`config.mk`:
```
export PLATFORM = sky130hd
export DESIGN_NAME = fdl_tap_mod
export DESIGN_NICKNAME = d
export VERILOG_FILES = /design/src/sv/fdl_pkg.sv /design/src/sv/fdl_tap_mod.sv
export SDC_FILE = /design/constraint.sdc
export NUM_CORES = 1
export LEC_CHECK = 0
export BUFFER_PORTS_ARGS = -buffer_cell sky130_fd_sc_hd__buf_4
export CAP_MARGIN = 10
export CORE_MARGIN = 8
export CORE_UTILIZATION = 25
export CTS_CLUSTER_DIAMETER = 40
export DETAILED_ROUTE_END_ITERATION = 8
export PLACE_DENSITY_LB_ADDON = 0.1
export SYNTH_ARGS = -nofsm -noshare
export SYNTH_HDL_FRONTEND = slang
export SYNTH_SLANG_ARGS = --single-unit
export TNS_END_PERCENT = 5
```
`constraint.sdc`:
```
create_clock -name clk -period 2.4 [get_ports clk]
set_input_delay 0.24 -clock clk [delete_from_list [all_inputs] [get_ports clk]]
set_output_delay 0.24 -clock clk [all_outputs]
set_load 0.02 [all_outputs]
```
`src/sv/fdl_pkg.sv`:
```
// Shared constants and types for the feedback delay line.
package fdl_pkg;

    localparam int SAMPLE_W   = 16;
    localparam int OFFSET_W   = 13;
    localparam int GAIN_W     = 18;
    localparam int Q_SHIFT    = 16;
    localparam int DEPTH_DEF  = 4096;
    localparam int PTR_MAX_W  = 16;
    localparam int CFG_IDX_W  = 1;
    localparam int CFG_DATA_W = 18;

    localparam logic [CFG_IDX_W-1:0] REG_TAP_OFFSET    = 1'b0;
    localparam logic [CFG_IDX_W-1:0] REG_FEEDBACK_GAIN = 1'b1;

    localparam logic signed [SAMPLE_W+2:0] SAMPLE_MAX = 19'sd32767;
    localparam logic signed [SAMPLE_W+2:0] SAMPLE_MIN = -19'sd32768;

    typedef struct packed {
        logic                 busy;
        logic                 done;
        logic [PTR_MAX_W-1:0] tmod;
    } red_stat_t;

endpackage

```
`src/sv/fdl_tap_mod.sv`:
```
// Sequential reduction of the signed tap offset modulo the delay depth.
module fdl_tap_mod #(
    parameter int DEPTH = fdl_pkg::DEPTH_DEF
) (
    input  logic                                clk,
    input  logic                                rst_n,
    input  logic                                start,
    input  logic signed [fdl_pkg::OFFSET_W-1:0] offset,
    output fdl_pkg::red_stat_t                  stat
);

    localparam int OW  = fdl_pkg::OFFSET_W;
    localparam int PW  = fdl_pkg::PTR_MAX_W;
    localparam int DPW = $clog2(DEPTH + 1);
    localparam int K   = OW + DPW;
    localparam int RW  = OW + 2;
    localparam int MW  = OW + RW;
    localparam int XW  = OW + DPW;
    localparam logic [RW-1:0] RECIP = RW'((64'd1 << K) / 64'(DEPTH));

    typedef enum logic [4:0] {
        ST_IDLE = 5'b00001,
        ST_MUL  = 5'b00010,
        ST_SUB  = 5'b00100,
        ST_FIN  = 5'b01000,
        ST_DONE = 5'b10000
    } red_state_t;

    red_state_t     state_reg, state_next;
    logic           neg_reg;
    logic [OW-1:0]  mag_reg;
    logic [OW-1:0]  quo_reg;
    logic [OW-1:0]  rem_reg;
    logic [PW-1:0]  tmod_reg;
    logic [OW-1:0]  mag;
    logic [MW-1:0]  prod;
    logic [XW-1:0]  qd;
    logic [OW-1:0]  rem_fix;
    logic [PW-1:0]  tmod_next;

    assign mag  = offset[OW-1] ? OW'(-offset) : OW'(offset);
    assign prod = MW'(mag_reg) * MW'(RECIP);
    assign qd   = XW'(quo_reg) * XW'(DEPTH);

    // The reciprocal quotient can fall one short, which leaves one more subtraction.
    assign rem_fix = (XW'(rem_reg) >= XW'(DEPTH)) ? OW'(XW'(rem_reg) - XW'(DEPTH))
                                                  : rem_reg;

    always_comb
    begin
        if (neg_reg && (rem_fix != '0))
        begin
            tmod_next = PW'((PW + 1)'(DEPTH) - (PW + 1)'(rem_fix));
        end
        else
        begin
            tmod_next = PW'(rem_fix);
        end
    end

    always_comb
    begin
        case (state_reg)
            ST_IDLE: state_next = ST_IDLE;
            ST_MUL:  state_next = ST_SUB;
            ST_SUB:  state_next = ST_FIN;
            ST_FIN:  state_next = ST_DONE;
            ST_DONE: state_next = ST_IDLE;
            default: state_next = ST_IDLE;
        endcase
        if (start)
        begin
            state_next = ST_MUL;
        end
    end

    always_ff @(posedge clk or negedge rst_n)
    begin
        if (!rst_n)
        begin
            state_reg <= ST_IDLE;
        end
        else
        begin
            state_reg <= state_next;
        end
    end

    always_ff @(posedge clk)
    begin
        if (start)
        begin
            neg_reg <= offset[OW-1];
            mag_reg <= mag;
        end
        if (state_reg == ST_MUL)
        begin
            quo_reg <= OW'(prod >> K);
        end
        if (state_reg == ST_SUB)
        begin
            rem_reg <= OW'(XW'(mag_reg) - qd);
        end
        if (state_reg == ST_FIN)
        begin
            tmod_reg <= tmod_next;
        end
    end

    assign stat.busy = (state_reg != ST_IDLE);
    assign stat.done = (state_reg == ST_DONE);
    assign stat.tmod = tmod_reg;

endmodule

```
# Yosys cells after proc, flatten, opt, wreduce, memory -nomap -nowiden
# Cells that the tools add are included.
op_classes:
  addsub: 4
  order_cmp: 1
  eq_ne: 5
  n_mux: 5
  n_reduce_logical: 2
ops:
  columns: ["cell", "count"]
  rows:
  - ["13-bit 2-to-1 mux", 2]
  - ["5-bit case mux with 3 select lines", 1]
  - ["13-bit by 13-bit subtractor with 14-bit output (first input constant)", 1]
  - ["13-bit >= comparator (second input constant)", 1]
  - ["13-bit negator", 1]
  - ["13-bit nonzero test", 1]
  - ["13-bit subtractor", 1]
  - ["13-bit subtractor (second input constant)", 1]
  - ["12-bit 2-to-1 mux", 1]
  - ["5-bit by 2-bit equality test with 1-bit output (second input constant)", 1]
  - ["5-bit by 3-bit equality test with 1-bit output (second input constant)", 1]
  - ["5-bit by 4-bit equality test with 1-bit output (second input constant)", 1]
  - ["5-bit equality test (second input constant)", 1]
  - ["5-bit 2-to-1 mux", 1]
  - ["5-bit by 1-bit inequality test with 1-bit output (second input constant)", 1]
  - ["1-bit logical AND", 1]
word_totals:
  register_bits: 47
  inputBits: 16
  output_inout_bits: 18
  word_cells: 25

# Logic depth before layout (Yosys ltp)
# Gate-level depths: netlist (run 1).
logic_depth:
  word_depth: 5
  depth_mapped: 7

# Worst setup path before layout (run 1)
# Ideal clock, no wire load.
synth_path:
  path_type: "register to register"
  start: "register state_reg[1]"
  end: "register tmod_reg[0], enable pin"
  setup_ns: 0.410
  arrival_time_ns: 1.952
  path_slack_ns: 0.038
  stages_incl_launch_ff: 3
  cell_sequence: "dfrtp_1 or3_1 nor3b_1"
synth_via:
  elab_chain_len: 1
synth_lines:
  columns: ["element", "line", "source"]
  rows:
  - ["from (decl)", "fdl_tap_mod.sv:29", "red_state_t state_reg, state_next;"]
  - ["from (signal assigned)", "fdl_tap_mod.sv:85", "state_reg <= state_next;"]
  - ["5-bit by 4-bit equality test with 1-bit output", "fdl_tap_mod.sv:104", "if (state_reg == ST_FIN)"]
  - ["to (signal assigned)", "fdl_tap_mod.sv:106", "tmod_reg <= tmod_next;"]
  - ["to (decl)", "fdl_tap_mod.sv:34", "logic [PW-1:0] tmod_reg;"]
# No other way between the ends.
# A chain may end at the register's enable or synchronous reset.

# Final worst setup path (run 1)
layout_path:
  start: "register rem_reg[0]"
  end: "register tmod_reg[1], data pin"
layout_via:
  elab_chain_len: 5
  word_cells_on_any_way: 7
  cone_classes: "add/sub: 2; order compare: 1; mux: 2; reduce/logical: 2"
layout_lines:
  columns: ["element", "line", "source"]
  rows:
  - ["from (decl)", "fdl_tap_mod.sv:33", "logic [OW-1:0] rem_reg;"]
  - ["from (signal assigned)", "fdl_tap_mod.sv:102", "rem_reg <= OW'(XW'(mag_reg) - qd);"]
  - ["13-bit subtractor / 13-bit >= comparator (equally long branches)", "fdl_tap_mod.sv:46", "assign rem_fix = (XW'(rem_reg) >= XW'(DEPTH)) ? OW'(XW'(rem_reg) - XW'(DEPTH))"]
  - ["13-bit 2-to-1 mux *", "fdl_tap_mod.sv:46", null]
  - ["parallel branches: the longest is 2 deep, another holds 13-bit by 13-bit subtractor with 14-bit output", null, null]
  - ["13-bit 2-to-1 mux *", "fdl_tap_mod.sv:51", "if (neg_reg && (rem_fix != '0))"]
  - ["named net tmod_next[1]", "fdl_tap_mod.sv:39", "logic [PW-1:0] tmod_next;"]
# Mark *: on every way through the listed nets, which the timed path passes.

==> impl_metrics.csv, run 1 <==
group,metric,value,unit
logic_synthesis,seq_area_frac_synth,0.6682,
global_routing,grt.total_usage,0.06619,
global_routing,grt_pass1_wl,5.733,mm
logic_synthesis,yosysUniqueCellTypes,37,
worst_setup_path,critPathArrivalTime,2.28,ns
timing,final-max-slew-violation-count,0,
worst_setup_path,required,2.44,ns
pwr,p_sw_frac,0.1892,
routing,drt_iter0_markers,29,
outcome,status,"completed",
logic_synthesis,yosys_warnings,0,
worst_setup_path,endpoint_kind,"register",
placement,place_congestion,0.7135,
clock_network,cts_tree,"yes",
timing,post-route-period-util,0.9341,
logic_synthesis,synth_top_family_by_area,"simple AND/OR/NAND/NOR gates",
floorplanning,core,7607,µm²
logic_synthesis,synth_edf_count,39,
logic_synthesis,netlist_instances,139,
hold_path,holdPathStages,1,
logic_synthesis,synth_area,1942,µm²
timing,setup_violations,0,
routing,drtPass1Iterations,4,
logic_synthesis,synthAdderAreaFrac,0.01289,
routing,wl_met2,1.479,mm
pwr,p_seq_frac,0.537,
routing,antenna_left,0,
floorplanning,initial_core_util,0.2553,
logic_synthesis,synth_common_cells,"edfxtp_1 (39), xnor2_1 (15), nand2_1 (11), nor2_1 (8), nor3_1 (6)",
pwr,ir_worst_vdd,0.2255,mV
logic_synthesis,syn_avg_cell_area,13.97,µm²
flow_run,maxCapViolCount,0,
final_layout,layout.cells.non_filler,280,
final_layout,seq_area,1297,µm²
routing,avgRoutedWirePerCell,11.83,µm
final_layout,nets,195,
pwr,power_density,682.9,nW/µm²
pwr,power.leakage,0.8872,nW
routing,drcViolationCount,0,
worst_setup_path,ff2ff_path_depth,5,
timing,clock_skew,0.006169,ns
routing,avgViaCountPerCell,4.161,
final_layout,area_delta_synth_final,25.97,%
pwr,p_total,1.671,mW
clock_network,cts_htree_levels,2,
clock_network,cts_root_buffer,"clkbuf_8",
final_layout,drive_gt1_frac,0.2697,
floorplanning,io_pins,34,
worst_setup_path,cp_max_fo,6,
logic_synthesis,ys.flop_type,"edfxtp_1",
clock_network,clk_latency,0.29,ns
routing,totalWireLength,3.312,mm
routing,top_layer,"met4",
routing,via_count,1165,
floorplanning,fp.dieW,104.1,µm
hold_path,hold_path_class,"in2reg",
logic_synthesis,synthSimpleGateAreaFrac,0.1256,
global_routing,grt_max_degree,19,
logic_synthesis,async_flop_share,0.1136,
floorplanning,dieArea,10840,µm²
placement,dp.cells,271,
pwr,p_clk_frac,0.393,
worst_setup_path,worstSetupPathType,"reg2reg",
routing,drt-met1-wl,1.581,mm
final_layout,multi_input_area,600.6,µm²
global_routing,grt_antenna_before_repair,0,
logic_synthesis,synth_area_leaders,"edfxtp_1 (60%), xnor2_1 (6.8%), dfrtp_1 (5.2%), nand2_1 (2.1%), o31ai_1 (1.9%)",
logic_synthesis,muxShareOfSynthArea,0.007732,
global_routing,grt_pass1_vias,1254,
clock_network,cts_buffer_depth,2,
pwr,switchingPower,0.3160,mW
pwr,power_frac_comb,0.070,
logic_synthesis,yosysMostFrequentCell,"edfxtp_1",
placement,place_area,2303,µm²
timing,hold_viol,0,
final_layout,largest_reg_flops,14,
final_layout,final_cell_area,2446,µm²
pwr,p_int,1.355,mW
clock_network,clk_pin_slew_worst_paths,0.08,ns
timing,rsz0062_at_grt,"false",
logic_synthesis,yosys.area.top_type,"edfxtp_1",
final_layout,final_core_util,0.3215,
placement,dp_hpwl,2.587,mm
timing,fmax,446.0,MHz
routing,routed-wl-met3,178,µm
logic_synthesis,synth_top_area_frac,0.6031,
timing,min_period,2.242,ns
timing,tns,0,ns
final_layout,diodes,0,
placement,io_buffers,33,
floorplanning,std_cell_rows,32,
floorplanning,fp.dieH,104.1,µm
global_routing,overflow,0,
worst_setup_path,start_kind,"register",
logic_synthesis,synth-compound-area-share,0.07539,
clock_network,numCtsBuffers,5,
logic_synthesis,synth_seq_cells,44,
final_layout,fillers,773,
logic_synthesis,synth-xor-area-share,0.08119,
clock_network,cts.sinks,44,
clock_network,postCtsResizedCells,0,
-- layer usage --
| layer | up-vias | track usage |
|---|---|---|
| met2 | 39 | 0.1063 |
| met1 | 542 | 0.07111 |
| met5 | - | 0 |
| met3 | 5 | 0.02602 |
| li1 | 579 | - |
| met4 | 0 | 0.04343 |
-- power by group through the flow --
stage               combinational [mW]  sequential (mW)  clock [mW]
finish                           0.117            0.897       0.656
CTS                              0.119            0.898       0.682
global route                     0.131            0.902       0.716
floorplan                       0.0708            0.907           0
detailed placement               0.118            0.915           0
global placement                 0.116            0.914           0
-- kinds of logic after synthesis --
logic type	Yosys count
other	1
adder cells (fa/ha/maj)	2
multiplexers	1
AO/OA/AOI/OAI	18
buffers and inverters	10
XOR/XNOR	18
AND/OR/NAND/NOR	45
flip-flops	44
-- critical path, stage by stage (launching register included) --
cell and delay [ns]:
edfxtp_1 0.44, inv_1 0.09, ha_1 0.18, or4b_1 0.58, o41ai_4 0.37, mux2_4 0.33
-- layout by cell type, fill, tap and decap left out, drive strengths merged, types with 2 or more instances in the layout --
cell,n
buf,35
bufinv,2
clkbuf,6
conb,2
dfrtp,4
edfxtp,39
ha,2
inv,4
nand2,11
nand2b,3
nand3b,2
nor2,8
nor2b,3
nor3,6
nor3b,2
nor4,2
o21ai,5
o31ai,5
o41ai,3
or3,2
or4,2
xnor2,15
xor2,3
-- final timing paths --
kind | startpoint | to | slack [ns]
worst max-delay path | rem_reg[0]$_DFFE_PN_ | tmod_reg[1]$_DFFE_PP_ | 0.16
worst min-delay path | offset[0] | mag_reg[0]$_DFFE_PP_ | 0.16
worst max register to register | rem_reg[0]$_DFFE_PN_ | tmod_reg[1]$_DFFE_PP_ | 0.16
worst min register to register | mag_reg[2]$_DFFE_PP_ | rem_reg[2]$_DFFE_PN_ | 0.43
max in group asynchronous | rst_n | state_reg[0]$_DFF_PN1_ | 1.93
min in group asynchronous | rst_n | state_reg[1]$_DFF_PN0_ | 0.28
-- metrics by stage --
step,hold WS (ns),setup WS (ns)
floorplan,-0.05559,0.03828
global placement,0.03908,0.2252
detailed placement,0.04194,0.1673
CTS,0.1484,0.1585
global route,0.1394,0.08270
finish,0.1632,0.1581
-- layout make-up --
| class | instances | area share |
|---|---|---|
| clock buffer | 6 | 0.02967 |
| clock inverter | 2 | 0.02455 |
| tap | 102 | 0.05217 |
| inverter | 4 | 0.006138 |
| sequential | 44 | 0.5304 |
| timing repair buffer | 36 | 0.1115 |
| multi-input combinational | 86 | 0.2455 |
-- timing repair --
| action | 4_1_cts | 5_1_grt |
|---|---|---|
| setup buffers | 0 | 0 |
| hold buffers | 1 | 0 |
| hold endpoints to repair | 5 | 0 |
(Power assumes the default switching activity.)
==> inputs of run 2 (changes only) <==
Settings changed: CORE_UTILIZATION 25 to 35.
==> impl_metrics.csv, run 2 (synthesized netlist as in run 1, its figures left out) <==
group,metric,value,unit
routing,avgRoutedWirePerCell,12.18,µm
floorplanning,core,5439,µm²
pwr,p_int,1.355,mW
final_layout,multi_input_area,600.6,µm²
timing,clock_skew,0.002947,ns
timing,hold_viol,0,
final_layout,layout.cells.non_filler,250,
final_layout,layout_commonest_cell,"edfxtp_1",
timing,final-max-slew-violation-count,0,
pwr,p_seq_frac,0.539,
final_layout,seq_area,1297,µm²
floorplanning,io_pins,34,
clock_network,cts_hold_buf,1,
final_layout,area_delta_synth_final,24.03,%
clock_network,clk_pin_slew_worst_paths,0.08,ns
pwr,power_frac_comb,0.070,
flow_run,maxCapViolCount,0,
global_routing,grt.met3_usage,0.03076,
final_layout,drive_gt1_frac,0.2697,
routing,via_count,1131,
final_layout,layout_common_cells,"edfxtp_1 (39), buf_4 (35), xnor2_1 (15)",
placement,io_buffers,33,
worst_setup_path,endpoint_kind,"register",
worst_setup_path,start_kind,"register",
global_routing,grt_busiest_layer,"met2",
global_routing,grt_pass1_vias,1167,
pwr,power.leakage,0.8872,nW
timing,fmax,451.1,MHz
final_layout,final_cell_area,2409,µm²
clock_network,cts_root_buffer,"clkbuf_8",
pwr,switchingPower,0.3080,mW
timing,post-route-period-util,0.9236,
placement,place_congestion,0.8422,
timing,rsz0062_at_grt,"false",
clock_network,cts_htree_levels,2,
floorplanning,dieArea,8188,µm²
pwr,power_density,690.2,nW/µm²
placement,dp.cells,241,
routing,antenna_left,0,
clock_network,numCtsBuffers,5,
global_routing,grt.total_usage,0.07864,
global_routing,gr-usage-met2,0.1334,
routing,drtPass1Iterations,4,
outcome,status,"completed",
worst_setup_path,critPathArrivalTime,2.26,ns
timing,setup_violations,0,
global_routing,grt_antenna_before_repair,0,
routing,totalWireLength,3.044,mm
floorplanning,std_cell_rows,27,
clock_network,clk_latency,0.29,ns
global_routing,grt_max_degree,19,
placement,dp_hpwl,2.418,mm
floorplanning,initial_core_util,0.3570,
floorplanning,fp.dieH,90.49,µm
pwr,p_clk_frac,0.391,
clock_network,postCtsResizedCells,0,
pwr,p_sw_frac,0.1853,
clock_network,cts.sinks,44,
final_layout,fillers,489,
final_layout,largest_reg_flops,14,
floorplanning,fp.dieW,90.49,µm
worst_setup_path,cp_max_fo,6,
pwr,ir_worst_vdd,0.2882,mV
clock_network,cts_tree,"yes",
hold_path,hold_path_class,"in2reg",
final_layout,nets,195,
global_routing,use_met1,0.08051,
clock_network,cts_buffer_depth,2,
global_routing,overflow,0,
timing,tns,0,ns
routing,drt_iter0_markers,46,
placement,place_area,2266,µm²
global_routing,grt_pass1_wl,5.175,mm
clock_network,post-cts-setup-buffers,0,
routing,drcViolationCount,0,
routing,avgViaCountPerCell,4.524,
worst_setup_path,required,2.44,ns
final_layout,diodes,0,
timing,min_period,2.217,ns
worst_setup_path,worstSetupPathType,"reg2reg",
## run 2: layout make-up
cell class,instances,share of cell area
well taps,72,0.03740
inverters,4,0.006234
flip-flops and latches,44,0.5387
multi-input cells,86,0.2494
repair buffers,36,0.1132
clock buffers,6,0.03013
clock inverters,2,0.02494
## run 2: final timing paths
check                                     startpoint                     end  slack [ns]  depth (start not counted)
worst min-delay path                       offset[0]    mag_reg[0]$_DFFE_PP_        0.17                          1
worst min register to register  mag_reg[8]$_DFFE_PP_    rem_reg[8]$_DFFE_PN_        0.42                          0
max in group asynchronous                      rst_n  state_reg[0]$_DFF_PN1_        1.93                          2
worst max-delay path            rem_reg[0]$_DFFE_PN_   tmod_reg[1]$_DFFE_PP_        0.18                          5
worst max register to register  rem_reg[0]$_DFFE_PN_   tmod_reg[1]$_DFFE_PP_        0.18                          5
min in group asynchronous                      rst_n  state_reg[1]$_DFF_PN0_        0.28                          2
## run 2: through the flow
step	setup WS [ns]	power, mW	hold WS [ns]	utilization
6_report	0.1832	1.662	0.1720	0.4428
5_1_grt	0.1032	1.732	0.1566	0.4428
4_1_cts	0.1751	1.680	0.1594	0.4428
3_5_place_dp	0.1852	1.031	0.04452	0.4166
3_3_place_gp	0.2317	1.027	0.04054	0.4166
2_1_floorplan	0.03828	0.9773	-0.05559	-
## run 2: power by group through the flow
stage          logic [mW]  registers, mW  clock network (mW)
5_1_grt             0.129          0.901               0.703
2_1_floorplan      0.0708          0.907                   0
3_3_place_gp        0.114          0.913                   0
4_1_cts             0.118          0.897               0.665
6_report            0.117          0.897               0.649
3_5_place_dp        0.117          0.914                   0
## run 2: critical path: stages, from the launching register on
cell	delay, ns
edfxtp_1	0.44
inv_1	0.08
ha_1	0.17
or4b_1	0.59
o41ai_4	0.36
mux2_4	0.33
## run 2: per-layer routing
layer  part of all wire  vias to the layer above
met4              0.025                        0
met3              0.056                        7
met5                  0                        -
met2               0.47                       31
li1                   -                      582
met1               0.45                      511
